===== src/rtl/fisad_pkg.sv =====
`default_nettype none
package fisad_pkg;

    localparam logic [31:0] FNV_BASIS = 32'h811c_9dc5;
    localparam logic [31:0] FNV_PRIME = 32'h0100_0193;

    localparam logic [2:0] FM_NONE   = 3'd0;
    localparam logic [2:0] FM_CARRY0 = 3'd1;
    localparam logic [2:0] FM_CARRY1 = 3'd2;
    localparam logic [2:0] FM_BIT0   = 3'd3;
    localparam logic [2:0] FM_BIT1   = 3'd4;

    localparam logic [1:0] REG_FAULT_MODEL  = 2'd0;
    localparam logic [1:0] REG_TARGET_INDEX = 2'd1;
    localparam logic [1:0] REG_STUCK_POS    = 2'd2;

    localparam logic [2:0] RST_FAULT_MODEL  = FM_NONE;
    localparam logic [7:0] RST_TARGET_INDEX = 8'd17;
    localparam logic [3:0] RST_STUCK_POS    = 4'd7;

    typedef struct packed {
        logic [2:0] fault_model;
        logic [7:0] target_index;
        logic [3:0] stuck_pos;
    } fisad_cfg_t;

    typedef struct packed {
        logic [15:0] faulty;
        logic [15:0] clean;
        logic        inject;
        logic        last;
    } fisad_item_t;

    typedef enum logic [1:0] {
        BK_IDLE,
        BK_LOW,
        BK_HIGH
    } fisad_back_state_t;

endpackage
`default_nettype wire


===== src/rtl/fisad_front.sv =====
`default_nettype none
module fisad_front
    import fisad_pkg::*;
#(
    parameter int NUM_COEFFS = 256,
    parameter int WORD_BITS  = 16
) (
    input  wire logic        clk,
    input  wire logic        rst_n,
    input  wire fisad_cfg_t  cfg,
    input  wire logic        in_valid,
    output logic             in_ready,
    input  wire logic [15:0] share_a,
    input  wire logic [15:0] share_b,
    input  wire logic        q_full,
    output logic             push,
    output fisad_item_t      push_item
);

    localparam int PosBits = (NUM_COEFFS > 1) ? $clog2(NUM_COEFFS) : 1;
    localparam int AddBits = (WORD_BITS < 16) ? WORD_BITS : 16;
    localparam logic [15:0] WordMask = 16'((17'd1 << AddBits) - 17'd1);
    localparam logic [PosBits-1:0] LastPos = PosBits'(NUM_COEFFS - 1);

    logic [PosBits-1:0] pos_reg;
    logic [PosBits-1:0] pos_next;

    logic [15:0] a_m;
    logic [15:0] b_m;
    logic [15:0] clean;
    logic [3:0]  tb;
    logic [15:0] lo_mask;
    logic [15:0] hi_mask;
    logic [15:0] carry_bit;
    logic [15:0] bit_mask;
    logic [15:0] upper0;
    logic [15:0] upper1;
    logic [15:0] faulty_sel;
    logic        model_ok;
    logic        pos_match;
    logic        inject;
    logic        last;

    assign in_ready = !q_full;
    assign push     = in_valid && in_ready;

    assign a_m   = share_a & WordMask;
    assign b_m   = share_b & WordMask;
    assign clean = (a_m + b_m) & WordMask;

    assign tb        = (32'(cfg.stuck_pos) >= 32'(WORD_BITS)) ? 4'd0 : cfg.stuck_pos;
    assign lo_mask   = 16'((17'd2 << tb) - 17'd1);
    assign hi_mask   = ~lo_mask & WordMask;
    assign carry_bit = 16'(17'd2 << tb);
    assign bit_mask  = 16'(17'd1 << tb);
    assign upper0    = ((a_m & hi_mask) + (b_m & hi_mask)) & hi_mask;
    assign upper1    = ((a_m & hi_mask) + (b_m & hi_mask) + carry_bit) & hi_mask;

    always_comb
    begin
        faulty_sel = clean;
        model_ok   = 1'b1;
        unique case (cfg.fault_model)
            FM_CARRY0: faulty_sel = (clean & lo_mask) | upper0;
            FM_CARRY1: faulty_sel = (clean & lo_mask) | upper1;
            FM_BIT0:   faulty_sel = clean & ~bit_mask;
            FM_BIT1:   faulty_sel = clean | bit_mask;
            default:   model_ok   = 1'b0;
        endcase
    end

    // out-of-range target falls back to position zero
    assign pos_match = (32'(cfg.target_index) < 32'(NUM_COEFFS))
                     ? (32'(pos_reg) == 32'(cfg.target_index))
                     : (pos_reg == '0);
    assign inject    = model_ok && pos_match;
    assign last      = (pos_reg == LastPos);

    assign push_item.faulty = inject ? faulty_sel : clean;
    assign push_item.clean  = clean;
    assign push_item.inject = inject;
    assign push_item.last   = last;

    always_comb
    begin
        pos_next = pos_reg;
        if (push)
        begin
            pos_next = last ? '0 : pos_reg + PosBits'(1);
        end
    end

    always_ff @(posedge clk or negedge rst_n)
    begin
        if (!rst_n)
        begin
            pos_reg <= '0;
        end
        else
        begin
            pos_reg <= pos_next;
        end
    end

endmodule
`default_nettype wire


===== src/rtl/fisad_queue.sv =====
`default_nettype none
module fisad_queue
    import fisad_pkg::*;
(
    input  wire logic        clk,
    input  wire logic        rst_n,
    input  wire logic        push,
    input  wire fisad_item_t push_item,
    input  wire logic        pop,
    output logic             full,
    output logic             valid,
    output fisad_item_t      head
);

    fisad_item_t entry_reg [2];
    logic        wr_ptr_reg;
    logic        wr_ptr_next;
    logic        rd_ptr_reg;
    logic        rd_ptr_next;
    logic [1:0]  count_reg;
    logic [1:0]  count_next;
    logic        do_pop;

    assign full   = (count_reg == 2'd2);
    assign valid  = (count_reg != 2'd0);
    assign head   = entry_reg[rd_ptr_reg];
    assign do_pop = pop && valid;

    always_comb
    begin
        wr_ptr_next = push ? !wr_ptr_reg : wr_ptr_reg;
        rd_ptr_next = do_pop ? !rd_ptr_reg : rd_ptr_reg;
        count_next  = count_reg + {1'b0, push} - {1'b0, do_pop};
    end

    always_ff @(posedge clk or negedge rst_n)
    begin
        if (!rst_n)
        begin
            wr_ptr_reg <= 1'b0;
            rd_ptr_reg <= 1'b0;
            count_reg  <= 2'd0;
        end
        else
        begin
            wr_ptr_reg <= wr_ptr_next;
            rd_ptr_reg <= rd_ptr_next;
            count_reg  <= count_next;
        end
    end

    always_ff @(posedge clk)
    begin
        if (push)
        begin
            entry_reg[wr_ptr_reg] <= push_item;
        end
    end

endmodule
`default_nettype wire


===== src/rtl/fisad_back.sv =====
`default_nettype none
module fisad_back
    import fisad_pkg::*;
(
    input  wire logic        clk,
    input  wire logic        rst_n,
    input  wire logic        q_valid,
    input  wire fisad_item_t q_head,
    output logic             pop,
    output logic             out_valid,
    input  wire logic        out_ready,
    output logic [15:0]      result_word,
    output logic [15:0]      reference_word,
    output logic             fault_applied,
    output logic [31:0]      output_digest,
    output logic [31:0]      reference_digest,
    output logic             digests_match,
    output logic             block_last
);

    fisad_back_state_t state_reg;
    fisad_back_state_t state_next;
    fisad_item_t       item_reg;
    fisad_item_t       item_next;
    logic [31:0]       fh_reg;
    logic [31:0]       fh_next;
    logic [31:0]       ch_reg;
    logic [31:0]       ch_next;
    logic              out_valid_reg;
    logic              out_valid_next;
    logic              load_out;

    logic [15:0] res_word_reg;
    logic [15:0] ref_word_reg;
    logic        fault_reg;
    logic [31:0] out_dig_reg;
    logic [31:0] ref_dig_reg;
    logic        match_reg;
    logic        last_reg;

    logic [7:0]  f_byte;
    logic [7:0]  c_byte;
    logic [31:0] fh_mix;
    logic [31:0] ch_mix;
    logic        out_free;

    assign f_byte   = (state_reg == BK_HIGH) ? item_reg.faulty[15:8] : item_reg.faulty[7:0];
    assign c_byte   = (state_reg == BK_HIGH) ? item_reg.clean[15:8] : item_reg.clean[7:0];
    assign fh_mix   = (fh_reg ^ {24'd0, f_byte}) * FNV_PRIME;
    assign ch_mix   = (ch_reg ^ {24'd0, c_byte}) * FNV_PRIME;
    assign out_free = !out_valid_reg || out_ready;

    always_comb
    begin
        state_next     = state_reg;
        item_next      = item_reg;
        fh_next        = fh_reg;
        ch_next        = ch_reg;
        pop            = 1'b0;
        load_out       = 1'b0;
        out_valid_next = out_valid_reg && !out_ready;
        unique case (state_reg)
            BK_IDLE:
            begin
                if (q_valid)
                begin
                    pop        = 1'b1;
                    item_next  = q_head;
                    state_next = BK_LOW;
                end
            end
            BK_LOW:
            begin
                fh_next    = fh_mix;
                ch_next    = ch_mix;
                state_next = BK_HIGH;
            end
            BK_HIGH:
            begin
                if (out_free)
                begin
                    load_out       = 1'b1;
                    out_valid_next = 1'b1;
                    // digests restart after the last coefficient
                    fh_next        = item_reg.last ? FNV_BASIS : fh_mix;
                    ch_next        = item_reg.last ? FNV_BASIS : ch_mix;
                    if (q_valid)
                    begin
                        pop        = 1'b1;
                        item_next  = q_head;
                        state_next = BK_LOW;
                    end
                    else
                    begin
                        state_next = BK_IDLE;
                    end
                end
            end
            default:
            begin
                state_next = BK_IDLE;
            end
        endcase
    end

    always_ff @(posedge clk or negedge rst_n)
    begin
        if (!rst_n)
        begin
            state_reg     <= BK_IDLE;
            fh_reg        <= FNV_BASIS;
            ch_reg        <= FNV_BASIS;
            out_valid_reg <= 1'b0;
        end
        else
        begin
            state_reg     <= state_next;
            fh_reg        <= fh_next;
            ch_reg        <= ch_next;
            out_valid_reg <= out_valid_next;
        end
    end

    always_ff @(posedge clk)
    begin
        item_reg <= item_next;
        if (load_out)
        begin
            res_word_reg <= item_reg.faulty;
            ref_word_reg <= item_reg.clean;
            fault_reg    <= item_reg.inject;
            out_dig_reg  <= fh_mix;
            ref_dig_reg  <= ch_mix;
            match_reg    <= (fh_mix == ch_mix);
            last_reg     <= item_reg.last;
        end
    end

    assign out_valid        = out_valid_reg;
    assign result_word      = res_word_reg;
    assign reference_word   = ref_word_reg;
    assign fault_applied    = fault_reg;
    assign output_digest    = out_dig_reg;
    assign reference_digest = ref_dig_reg;
    assign digests_match    = match_reg;
    assign block_last       = last_reg;

endmodule
`default_nettype wire


===== src/rtl/fault_injected_share_adder_digest_top.sv =====
`default_nettype none
// channel   | dir | handshake                         | payload
// s_axis    | in  | s_axis_tvalid / s_axis_tready     | tdata: share_a, share_b
// m_axis    | out | m_axis_tvalid / m_axis_tready     | tdata: words and digests,
//           |     |                                   | tuser: flags, tlast: block_last
// apb       | in  | psel / penable / pwrite, pready=1 | fault_model, target_index, stuck_pos
//
// the back end hashes one byte of each word per cycle through its fnv multiply step, low
// byte then high byte, unless the high-byte step is held by the output register, and takes
// the next item in that step; items move queue, item register, output register
// reset clears control state, loads register defaults and the fnv offset basis
// input stays ready while the two-entry queue has room; the back end holds its
// high-byte step while the output register waits to be taken
module fault_injected_share_adder_digest_top
    import fisad_pkg::*;
#(
    parameter int NUM_COEFFS = 256,
    parameter int WORD_BITS  = 16
) (
    input  wire logic        clk,
    input  wire logic        rst_n,

    input  wire logic        s_axis_tvalid,
    output logic             s_axis_tready,
    input  wire logic [31:0] s_axis_tdata,   // share_a, share_b

    output logic             m_axis_tvalid,
    input  wire logic        m_axis_tready,
    output logic [95:0]      m_axis_tdata,   // result_word, reference_word,
                                             // output_digest, reference_digest
    output logic [1:0]       m_axis_tuser,   // fault_applied, digests_match
    output logic             m_axis_tlast,   // block_last

    input  wire logic        psel,
    input  wire logic        penable,
    input  wire logic        pwrite,
    input  wire logic [3:0]  paddr,
    input  wire logic [31:0] pwdata,
    output logic [31:0]      prdata,
    output logic             pready
);

    fisad_cfg_t  cfg_reg;
    fisad_cfg_t  cfg_next;
    logic        cfg_wr;
    logic [1:0]  cfg_idx;

    logic        q_full;
    logic        q_valid;
    logic        push;
    logic        pop;
    fisad_item_t push_item;
    fisad_item_t q_head;

    logic [15:0] result_word;
    logic [15:0] reference_word;
    logic        fault_applied;
    logic [31:0] output_digest;
    logic [31:0] reference_digest;
    logic        digests_match;

    assign pready  = 1'b1;
    assign cfg_wr  = psel && penable && pwrite && pready;
    assign cfg_idx = paddr[3:2];

    always_comb
    begin
        cfg_next = cfg_reg;
        prdata   = 32'd0;
        unique case (cfg_idx)
            REG_FAULT_MODEL:
            begin
                prdata = {29'd0, cfg_reg.fault_model};
                if (cfg_wr)
                begin
                    cfg_next.fault_model = pwdata[2:0];
                end
            end
            REG_TARGET_INDEX:
            begin
                prdata = {24'd0, cfg_reg.target_index};
                if (cfg_wr)
                begin
                    cfg_next.target_index = pwdata[7:0];
                end
            end
            REG_STUCK_POS:
            begin
                prdata = {28'd0, cfg_reg.stuck_pos};
                if (cfg_wr)
                begin
                    cfg_next.stuck_pos = pwdata[3:0];
                end
            end
            default:
            begin
                prdata = 32'd0;
            end
        endcase
    end

    always_ff @(posedge clk or negedge rst_n)
    begin
        if (!rst_n)
        begin
            cfg_reg.fault_model  <= RST_FAULT_MODEL;
            cfg_reg.target_index <= RST_TARGET_INDEX;
            cfg_reg.stuck_pos    <= RST_STUCK_POS;
        end
        else
        begin
            cfg_reg <= cfg_next;
        end
    end

    fisad_front #(
        .NUM_COEFFS (NUM_COEFFS),
        .WORD_BITS  (WORD_BITS)
    ) u_front (
        .clk       (clk),
        .rst_n     (rst_n),
        .cfg       (cfg_reg),
        .in_valid  (s_axis_tvalid),
        .in_ready  (s_axis_tready),
        .share_a   (s_axis_tdata[15:0]),
        .share_b   (s_axis_tdata[31:16]),
        .q_full    (q_full),
        .push      (push),
        .push_item (push_item)
    );

    fisad_queue u_queue (
        .clk       (clk),
        .rst_n     (rst_n),
        .push      (push),
        .push_item (push_item),
        .pop       (pop),
        .full      (q_full),
        .valid     (q_valid),
        .head      (q_head)
    );

    fisad_back u_back (
        .clk              (clk),
        .rst_n            (rst_n),
        .q_valid          (q_valid),
        .q_head           (q_head),
        .pop              (pop),
        .out_valid        (m_axis_tvalid),
        .out_ready        (m_axis_tready),
        .result_word      (result_word),
        .reference_word   (reference_word),
        .fault_applied    (fault_applied),
        .output_digest    (output_digest),
        .reference_digest (reference_digest),
        .digests_match    (digests_match),
        .block_last       (m_axis_tlast)
    );

    assign m_axis_tdata = {reference_digest, output_digest, reference_word, result_word};
    assign m_axis_tuser = {digests_match, fault_applied};

endmodule
`default_nettype wire


===== config.mk =====
export PLATFORM = sky130hd
export DESIGN_NAME = fault_injected_share_adder_digest_top
export DESIGN_NICKNAME = d
export VERILOG_FILES = /design/src/rtl/fisad_pkg.sv /design/src/rtl/fisad_front.sv /design/src/rtl/fisad_queue.sv /design/src/rtl/fisad_back.sv /design/src/rtl/fault_injected_share_adder_digest_top.sv
export SDC_FILE = /design/constraint.sdc
export NUM_CORES = 1
export LEC_CHECK = 0
export BUFFER_PORTS_ARGS = -buffer_cell sky130_fd_sc_hd__buf_2
export CAP_MARGIN = 20
export CORE_MARGIN = 2
export CORE_UTILIZATION = 30
export CTS_CLUSTER_DIAMETER = 100
export CTS_CLUSTER_SIZE = 25
export DETAILED_ROUTE_END_ITERATION = 10
export GPL_ROUTABILITY_DRIVEN = 0
export GPL_TIMING_DRIVEN = 0
export PLACE_DENSITY_LB_ADDON = 0.3
export SLEW_MARGIN = 0
export SYNTH_ARGS = -nofsm -noshare
export SYNTH_HDL_FRONTEND = slang
export SYNTH_HIERARCHICAL = 1
export SYNTH_SLANG_ARGS = --single-unit

===== constraint.sdc =====
create_clock -name clk -period 12 [get_ports clk]
set_input_delay 0.6 -clock clk [delete_from_list [all_inputs] [get_ports clk]]
set_output_delay 0.6 -clock clk [all_outputs]
set_load 0.05 [all_outputs]

==> summary.txt, run 1 <==
Final layout
  – Max reg flops: 68
  – Nets@finish: 3,282
  – Layout cells sized above 1: 0.134
  – Layout area overhead: 11.9%
  – Post-route cell area: 29,300 sq um
  – Fin cells: 3,811

Logic synthesis
  – Post-synthesis cell count: 2,434
  – Asr flop ratio synth: 0.319
  – Multiplexer share of the synthesized area: 0.0354
  – Synth Area in XOR/XNOR: 0.0637
  – Synth warn: 6
  – Netlist cell types: 98
  – Simple-gate share of the synthesized area: 0.0773
  – Compound-Gate Fraction of Synth Area: 0.108
  – Largest family of logic cells by synthesized area: adder cells
  – Post-synth EDFFs: 201
  – Register area share after synthesis: 0.322
  – Synth Area in Adders: 0.314
  – Post-Syn Area: 26,200 sq um
  – Area share of the largest cell type after synthesis: 0.230
  – Synth Register Bits: 295
  – Most used DFF post-synth: edfxtp_1
  – Top cells by count, synth: inv_1 (434), ha_1 (413), edfxtp_1 (201)
  – Post-synth top area cell: edfxtp_1
  – Mean Syn Cell Area: 10.8 sq um
  – Top cells by area in the synthesized netlist: edfxtp_1 (23%), ha_1 (20%), fa_1 (12%)
  – Most frequent cell after synthesis: inv_1

Global routing
  – Largest net degree at the start of global routing: 54
  – Initial antenna violation count: 3
  – All-Layer GR Usage: 0.152
  – First-pass GRT wire length: 105 mm
  – Vias in the first global route: 17,700
  – GRT overflow: 0

Placed design
  – Placed Cells incl. Taps: 3,776
  – Area after DPL: 28,700 sq um
  – DP HPWL: 57.0 mm
  – Port Buffers: 156

Worst setup path
  – CP Capture Type: register
  – CP startpoint: u_back/state_reg[1]
  – Reg2Reg Setup Slack: 3110 ps
  – Worst setup path category: register to register
  – CP max stage cell: xnor2_1
  – Crit-path max FO: 10
  – Type of origin of the critical path: register
  – Worst path max stage delay: 830 ps
  – Crit path required time: 12,380 ps
  – Reg2Reg Launch Point: u_back/state_reg[1]
  – Crit path DAT: 9270 ps
  – R2r endpoint: u_back/digests_match
  – R2R depth: 25
  – CP most frequent cell: ha_1

Clock network
  – Cts bufs inserted: 18
  – Worst-path clk slew: 100 ps
  – Post-CTS sizing: 0
  – CTS tree: yes
  – Root buf cell: clkbuf_16
  – H-tree Lvls: 1
  – Clk buf depth: 3
  – Post-CTS Hold Buffers: 0
  – Num Clock Sinks: 295
  – Post-CTS setup buffers: 0
  – Clk Latency, worst-skew pair: 540 ps

Floorplanning
  – Die X: 299 um
  – Core area: 86,600 sq um
  – IO Count: 209
  – Die height: 299 um
  – Starting density of the core: 0.302
  – # rows: 108
  – DIE AREA: 89,700 sq um

Drt
  – Antenna-violating nets left: 0
  – Vias: 17,700
  – Residual DRC: 0
  – Drt wl/cell: 18.0 um
  – Pre-Repair DR Iteration Count: 5
  – Total Wirelength: 68.6 mm
  – DRT iter0 DRCs: 1,087
  – Via density per instance: 4.65

Timing
  – Slew margin rel.: 0.278
  – Period minus WS final: 8890 ps
  – Slew @ Worst Pin: 1080 ps
  – Maximum clock frequency: 113 MHz
  – Final Max Tran Viols: 0
  – Setup TNS Final: 0 ps
  – Final Hold Vio Count: 0
  – Final setup viols: 0
  – Period utilization: 0.741
  – Clock Skew: 31.2 ps
  – RSZ-0062 raised after global routing: false

Run status
  – Status: finished, final reports clean

Min path
  – Worst min path class: input port to asynchronous set/reset pin

Run
  – Max Cap Violations: 0
==> layout by cell type (no fill, tap or decap), types with 25 or more instances in the layout <==
master and n:
inv_1 434, ha_1 413, edfxtp_1 201, buf_2 159, fa_1 151, a21oi_1 122
xnor2_1 119, nand2_1 89, nor2_1 77, xor2_1 66, o21ai_0 64, dfrtp_1 61
and2_1 40, clkbuf_1 37, mux2_4 33, buf_4 33, dfstp_2 33, nand3_1 32
a21o_1 30, a22o_1 29, nor2b_1 25, conb_1 25, o22a_1 25
==> metrics by stage <==
stage | util | worst slack (ps) | hold WS, ps
final | 0.338 | 3110 | 61.8
after floorplan | - | 5200 | 304
after global placement | 0.329 | 2350 | 424
after detailed placement | 0.331 | 3220 | 419
after global routing | 0.338 | 2760 | 99.1
after CTS | 0.338 | 3190 | 63.0
==> cell type report <==
type | count | area [sq um]
clock inverter | 9 | 103
tap | 1155 | 1450
inverter | 434 | 1630
clock buffer | 22 | 487
fill | 8832 | 57300
buffer | 76 | 464
antenna | 2 | 5.00
sequential | 295 | 8430
timing repair buffer | 166 | 945
multi-input combinational | 1652 | 15800
==> how the worst max path moves through the flow <==
stage                                       to  slack, ps  depth (start not counted)
final                     u_back/digests_match       3110                         25
after global routing      u_back/digests_match       2760                         25
after CTS                 u_back/digests_match       3190                         25
after detailed placement  u_back/digests_match       3220                         25
after global placement        u_back/fh_reg[1]       2350                          8
after floorplan           u_back/digests_match       5200                         25
==> metal layers <==
layer  global-route usage  vias up  share of wire
met4               0.0189        2         0.0097
met5                    0        -        0.00019
met2                0.263      355           0.48
met3               0.0156       36          0.042
li1                     -     8710              -
met1                0.210     8635           0.47
==> kinds of logic after synthesis <==
group | Yosys count
adders and majority gates | 566
buffers and inverters | 510
AOI/OAI and AO/OA | 413
and+or+nand+nor | 386
DFF | 295
xor gates and xnor gates | 188
muxes | 74
other | 2
==> worst max-delay path: cells and delay by family (launching register included) <==
family / cells / cell delay, ps
adder cells (fa/ha/maj): 8 / 2980
AND/OR/NAND/NOR: 8 / 1980
XOR/XNOR: 3 / 1860
buffers and inverters: 3 / 720
flip-flops: 1 / 470
AO/OA/AOI/OAI: 2 / 430
multiplexers: 1 / 270
Power of run 1 is left out: the tool's default activity adds up to more than one toggle a clock period on the data nets, which glitch-free logic cannot reach.
==> run 2, diff against run 1 <==
Clock period 12 ns to 8.7 ns, I/O delays scaled along.
==> run 2 against run 1 <==
First-iteration DRC count shrank 5.1%. Flip-flop and latch count unchanged. Core utilization barely moved. Via count is 0.40% higher. Cell count about the same. Global-route usage unchanged. Critical endpoint unchanged.
==> summary.txt, run 2 (same netlist as run 1, synthesis figures left out) <==
Timing
  – Maximum clock frequency: 122 MHz (+8.0%)
  – Final setup viols: 0 (unchanged)
  – Final Hold Vio Count: 0 (unchanged)
  – Slew @ Worst Pin: 1070 ps (-7.26 ps)
  – Clock Skew: 32.5 ps (+1.26 ps)
  – Hold WS: 112 ps (+50.2 ps)
  – Final Max Tran Viols: 0 (unchanged)
  – Period minus WS final: 8230 ps (-660 ps)
  – Period utilization: 0.946 (+0.205)
  – Slew margin rel.: 0.283 (+0.00488)
  – RSZ-0062 raised after global routing: false

Clock network
  – Post-CTS setup buffers: 0 (unchanged)
  – Clk Latency, worst-skew pair: 540 ps (about the same)
  – H-tree Lvls: 1 (unchanged)
  – CTS tree: yes
  – Num Clock Sinks: 295 (unchanged)
  – Worst-path clk slew: 100 ps (about the same)
  – Root buf cell: clkbuf_16
  – Cts bufs inserted: 18 (unchanged)
  – Clk buf depth: 3 (unchanged)

Final layout
  – Max reg flops: 68 (unchanged)
  – Layout area overhead: 12.0%
  – Most frequent cells in the layout: inv_1 (434), ha_1 (413), edfxtp_1 (201), buf_2 (159), fa_1 (151)
  – Layout cells sized above 1: 0.136 (+0.00183)
  – Commonest non-fill, non-tap cell in the layout: inv_1
  – Post-route cell area: 29,300 sq um (+0.14%)
  – Nets@finish: 3,283 (+0.030%)

Floorplanning
  – DIE AREA: 89,700 sq um (unchanged)
  – # rows: 108 (unchanged)
  – IO Count: 209 (unchanged)
  – Die X: 299 um (unchanged)
  – Die height: 299 um (unchanged)
  – Core area: 86,600 sq um (unchanged)
  – Starting density of the core: 0.302 (unchanged)

Run status
  – Status: finished, final reports clean

Worst setup path
  – Crit. path cell count: 25 (unchanged)
  – Crit-path max FO: 10 (unchanged)
  – Cell family with most CP delay: adder cells
  – Worst setup path category: register to register
  – Worst path buffer plus inverter count: 3 (unchanged)
  – Type of origin of the critical path: register
  – Crit path DAT: 8610 ps (-660 ps)
  – Crit path required time: 9080 ps (-3300 ps)
  – Worst path max stage delay: 700 ps (-130 ps)
  – CP most frequent cell: ha_1
  – R2R depth: 25 (unchanged)
  – CP max stage cell: a2111oi_0
  – CP Capture Type: register

Drt
  – Met3 Wirelength: 2.82 mm (-1.4%)
  – WL met2: 32.8 mm (about the same)
  – Residual DRC: 0 (unchanged)
  – Highest routed metal layer: met5
  – DRT met1 WL: 32.2 mm (about the same)
  – Vias: 17,800 (+0.40%)
  – Pre-Repair DR Iteration Count: 6 (+1)
  – DRT iter0 DRCs: 1,032 (-5.1%)
  – Via density per instance: 4.67 (+0.37%)
  – Drt wl/cell: 18.0 um (about the same)
  – Antenna-violating nets left: 0 (unchanged)
  – Total Wirelength: 68.6 mm (about the same)

Min path
  – Hold Path Stages: 2
  – Worst min path class: input port to register

Run
  – Max Cap Violations: 0 (unchanged)

Global routing
  – All-Layer GR Usage: 0.152 (unchanged)
  – Vias in the first global route: 17,700 (+0.017%)
  – Initial antenna violation count: 3 (unchanged)
  – First-pass GRT wire length: 105 mm (about the same)
  – GRT overflow: 0 (unchanged)
  – Largest net degree at the start of global routing: 54 (unchanged)

Placed design
  – Port Buffers: 156 (unchanged)
  – Area after DPL: 28,700 sq um (unchanged)
  – DP HPWL: 57.0 mm (unchanged)
run 2: changes by cell type in the layout (fill, tap and decap cells not counted):
cell,delta
xnor2_1,-4
xnor2_2,+4
clkbuf_1,-1
clkbuf_2,+1
dlygate4sd3_1,+1
run 2: worst register-to-register path, cell delays in order, from the launching register on:
cell       delay (ps)
dfrtp_1           470
nand2b_1          150
clkbuf_2          360
mux2i_1           240
xnor2_1           660
ha_1              360
ha_1              310
fa_1              440
ha_1              220
fa_1              430
ha_1              280
inv_1              50
fa_1              470
inv_1              40
ha_1              330
a21oi_1           220
o21ai_1           200
a2111oi_0         700
o31ai_2           210
o22ai_1           340
o21ai_2           170
xor2_1            470
xor2_1            150
nor4_1            410
nand4_1           180
nor4_2            210
run 2: layer usage:
layer,up-vias,GRT usage
met5,-,0
met4,2,0.0189
met3,40,0.0157
met2,368,0.263
met1,8684,0.210
li1,8715,-
run 2: worst paths after layout:
kind / from / endpoint / slack [ps]
max in group asynchronous: rst_n / u_back/ch_reg[6] / 7500
setup reg to reg: u_back/state_reg[1] / u_back/digests_match / 470
min in group asynchronous: rst_n / u_back/fh_reg[14] / 450
hold / removal: pwdata[5] / cfg_reg[9] / 110
setup / recovery: u_back/state_reg[1] / u_back/digests_match / 470
hold reg to reg: u_back/item_reg[1] / u_back/fault_applied / 400
run 2: cell type report:
| class | instances | area (sq um) |
|---|---|---|
| flip-flops and latches | 295 | 8430 |
| clock buffers | 22 | 487 |
| fillers | 8826 | 57300 |
| clock inverters | 9 | 103 |
| inverters | 434 | 1630 |
| well taps | 1155 | 1450 |
| diodes | 2 | 5.00 |
| multi-input cells | 1652 | 15800 |
| plain buffers | 76 | 465 |
| repair buffers | 167 | 955 |
run 2: through the flow:
step	util	setup TNS (ps)	cells	setup WS, ps
floorplan	-	0	2457	1900
global placement	0.329	-26740	3768	-949
detailed placement	0.331	-80.3	3776	-80.3
CTS	0.338	0	3808	19.1
global route	0.339	0	3810	0.236
finish	0.339	0	3812	472
run 2: what timing repair did:
item,CTS,global route
resized for setup,1,5
hold buffers,1,0
hold endpoints to repair,28,0
setup endpoints to repair,1,1
Power of run 2 is left out for the same reason.
==> run 3, diff against run 2 <==
Clock period 8.7 ns to 8.5 ns, I/O delays scaled along.
==> run 3 against run 2 <==
Wire length about the same. Register-to-register slack got worse by 70 ps. Critical path type unchanged. Core utilization up 0.090 points. Sequential share of layout area down 0.076 points. Non-clock buffer count unchanged.
==> summary.txt, run 3 (same netlist as run 1, synthesis figures left out) <==
Floorplanning
  – DIE AREA: 89,700 sq um (unchanged)
  – IO Count: 209 (unchanged)
  – Starting density of the core: 0.302 (unchanged)
  – Core area: 86,600 sq um (unchanged)
  – Die X: 299 um (unchanged)
  – # rows: 108 (unchanged)
  – Die height: 299 um (unchanged)

Worst setup path
  – R2R depth: 25 (unchanged)
  – Reg2Reg Setup Slack: 400 ps (-70 ps)
  – Reg2Reg Launch Point: u_back/state_reg[1]
  – Type of origin of the critical path: register
  – Crit path required time: 8880 ps (-200 ps)
  – Worst setup path category: register to register
  – Crit path DAT: 8470 ps (-140 ps)
  – Crit-path max FO: 10 (unchanged)
  – R2r endpoint: u_back/digests_match
  – CP Capture Type: register

Drt
  – Vias: 17,800 (-0.10%)
  – Drt wl/cell: 18.0 um (+0.13%)
  – Pre-Repair DR Iteration Count: 6 (unchanged)
  – Antenna-violating nets left: 0 (unchanged)
  – Total Wirelength: 68.7 mm (about the same)
  – Residual DRC: 0 (unchanged)
  – Via density per instance: 4.67 (about the same)
  – DRT iter0 DRCs: 1,012 (-1.9%)

Placed design
  – DP HPWL: 57.0 mm (unchanged)
  – Port Buffers: 156 (unchanged)

Timing
  – Maximum clock frequency: 124 MHz (+1.6%)
  – RSZ-0062 raised after global routing: false
  – Final Hold Vio Count: 0 (unchanged)
  – Setup TNS Final: 0 ps (unchanged)
  – Final setup viols: 0 (unchanged)
  – Slew @ Worst Pin: 964 ps (-105 ps)
  – Period utilization: 0.952 (+0.00671)
  – Clock Skew: 31.2 ps (-1.24 ps)
  – Slew margin rel.: 0.353 (+0.0704)
  – Final Max Tran Viols: 0 (unchanged)
  – Period minus WS final: 8100 ps (-132 ps)

Final layout
  – Most frequent cells in the layout: inv_1 (434), ha_1 (413), edfxtp_1 (201), buf_2 (159), fa_1 (151)
  – Layout area overhead: 12.3%
  – Nets@finish: 3,283 (unchanged)
  – Max reg flops: 68 (unchanged)
  – Commonest non-fill, non-tap cell in the layout: inv_1
  – Layout cells sized above 1: 0.139 (+0.00339)

Run
  – Max Cap Violations: 0 (unchanged)

Global routing
  – Largest net degree at the start of global routing: 54 (unchanged)
  – Initial antenna violation count: 3 (unchanged)
  – All-Layer GR Usage: 0.152 (about the same)
  – Vias in the first global route: 17,700 (-0.023%)
  – First-pass GRT wire length: 105 mm (about the same)
  – GRT overflow: 0 (unchanged)

Clock network
  – Cts bufs inserted: 18 (unchanged)
  – Num Clock Sinks: 295 (unchanged)
  – Clk buf depth: 3 (unchanged)
  – Worst-path clk slew: 100 ps (about the same)
  – H-tree Lvls: 1 (unchanged)
  – Clk Latency, worst-skew pair: 540 ps (about the same)
  – CTS tree: yes
  – Root buf cell: clkbuf_16

Min path
  – Hold_sp: pwdata[5]
  – Worst min path class: input port to register
  – Hold Crit Endpoint: cfg_reg[9]
  – Hold Path Stages: 2 (unchanged)

Run status
  – Status: finished, final reports clean
## run 3: worst max path at each step
stage	start	end	slack (ps)	cells after the start
2_1_floorplan	u_back/state_reg[1]	u_back/digests_match	1700	25
3_3_place_gp	u_back/state_reg[0]	u_back/fh_reg[1]	-1150	8
3_5_place_dp	u_back/state_reg[1]	u_back/digests_match	-280	25
4_1_cts	u_back/state_reg[1]	u_back/digests_match	160	25
5_1_grt	u_back/state_reg[1]	u_back/digests_match	50	25
6_report	u_back/state_reg[1]	u_back/digests_match	400	25
## run 3: metrics by stage
step	util	hold slack, ps	std cells	instance area (sq um)	worst slack [ps]
2_1_floorplan	-	129	2457	26300	1700
3_3_place_gp	0.329	424	3768	28500	-1150
3_5_place_dp	0.331	419	3776	28700	-280
4_1_cts	0.338	74.7	3808	29300	160
5_1_grt	0.340	83.4	3810	29400	50.3
6_report	0.340	104	3811	29400	404
## run 3: worst max-delay path, cell delays in order (launching register included)
cell	delay, ps
dfrtp_1	470
nand2b_1	150
clkbuf_2	350
mux2i_1	220
xnor2_2	510
ha_1	350
ha_1	340
fa_1	450
ha_1	220
fa_1	430
ha_1	290
inv_1	50
fa_1	480
inv_1	40
ha_1	380
and4_1	260
and2_1	170
a21bo_2	240
a31oi_1	280
xor2_2	420
xnor3_1	360
nand2_4	50
or4_1	540
nor4_1	470
nand4_1	180
nor4_2	220
## run 3: cell type report
cell class,instances,area (sq um)
repair buffers,167,955
clock buffers,22,487
fillers,8819,57200
multi-input cells,1652,15900
well taps,1155,1450
clock inverters,9,103
diodes,1,2.50
inverters,434,1630
flip-flops and latches,295,8430
plain buffers,76,465
## run 3: layer usage
metal	GRT usage	vias to the layer above	share of wire
met5	0	-	0.00019
met4	0.0189	2	0.010
met3	0.0157	36	0.043
met2	0.263	360	0.48
met1	0.210	8670	0.47
li1	-	8723	-
## run 3: what timing repair did
action / 4_1_cts / 5_1_grt
pin swaps: 0 / 0
endpoints found under the setup margin: 1 / 1
resized for setup: 2 / 14
hold buffers: 1 / 0
hold endpoints to repair: 28 / 0
buffers inserted: 0 / 0
Power of run 3 is left out for the same reason.
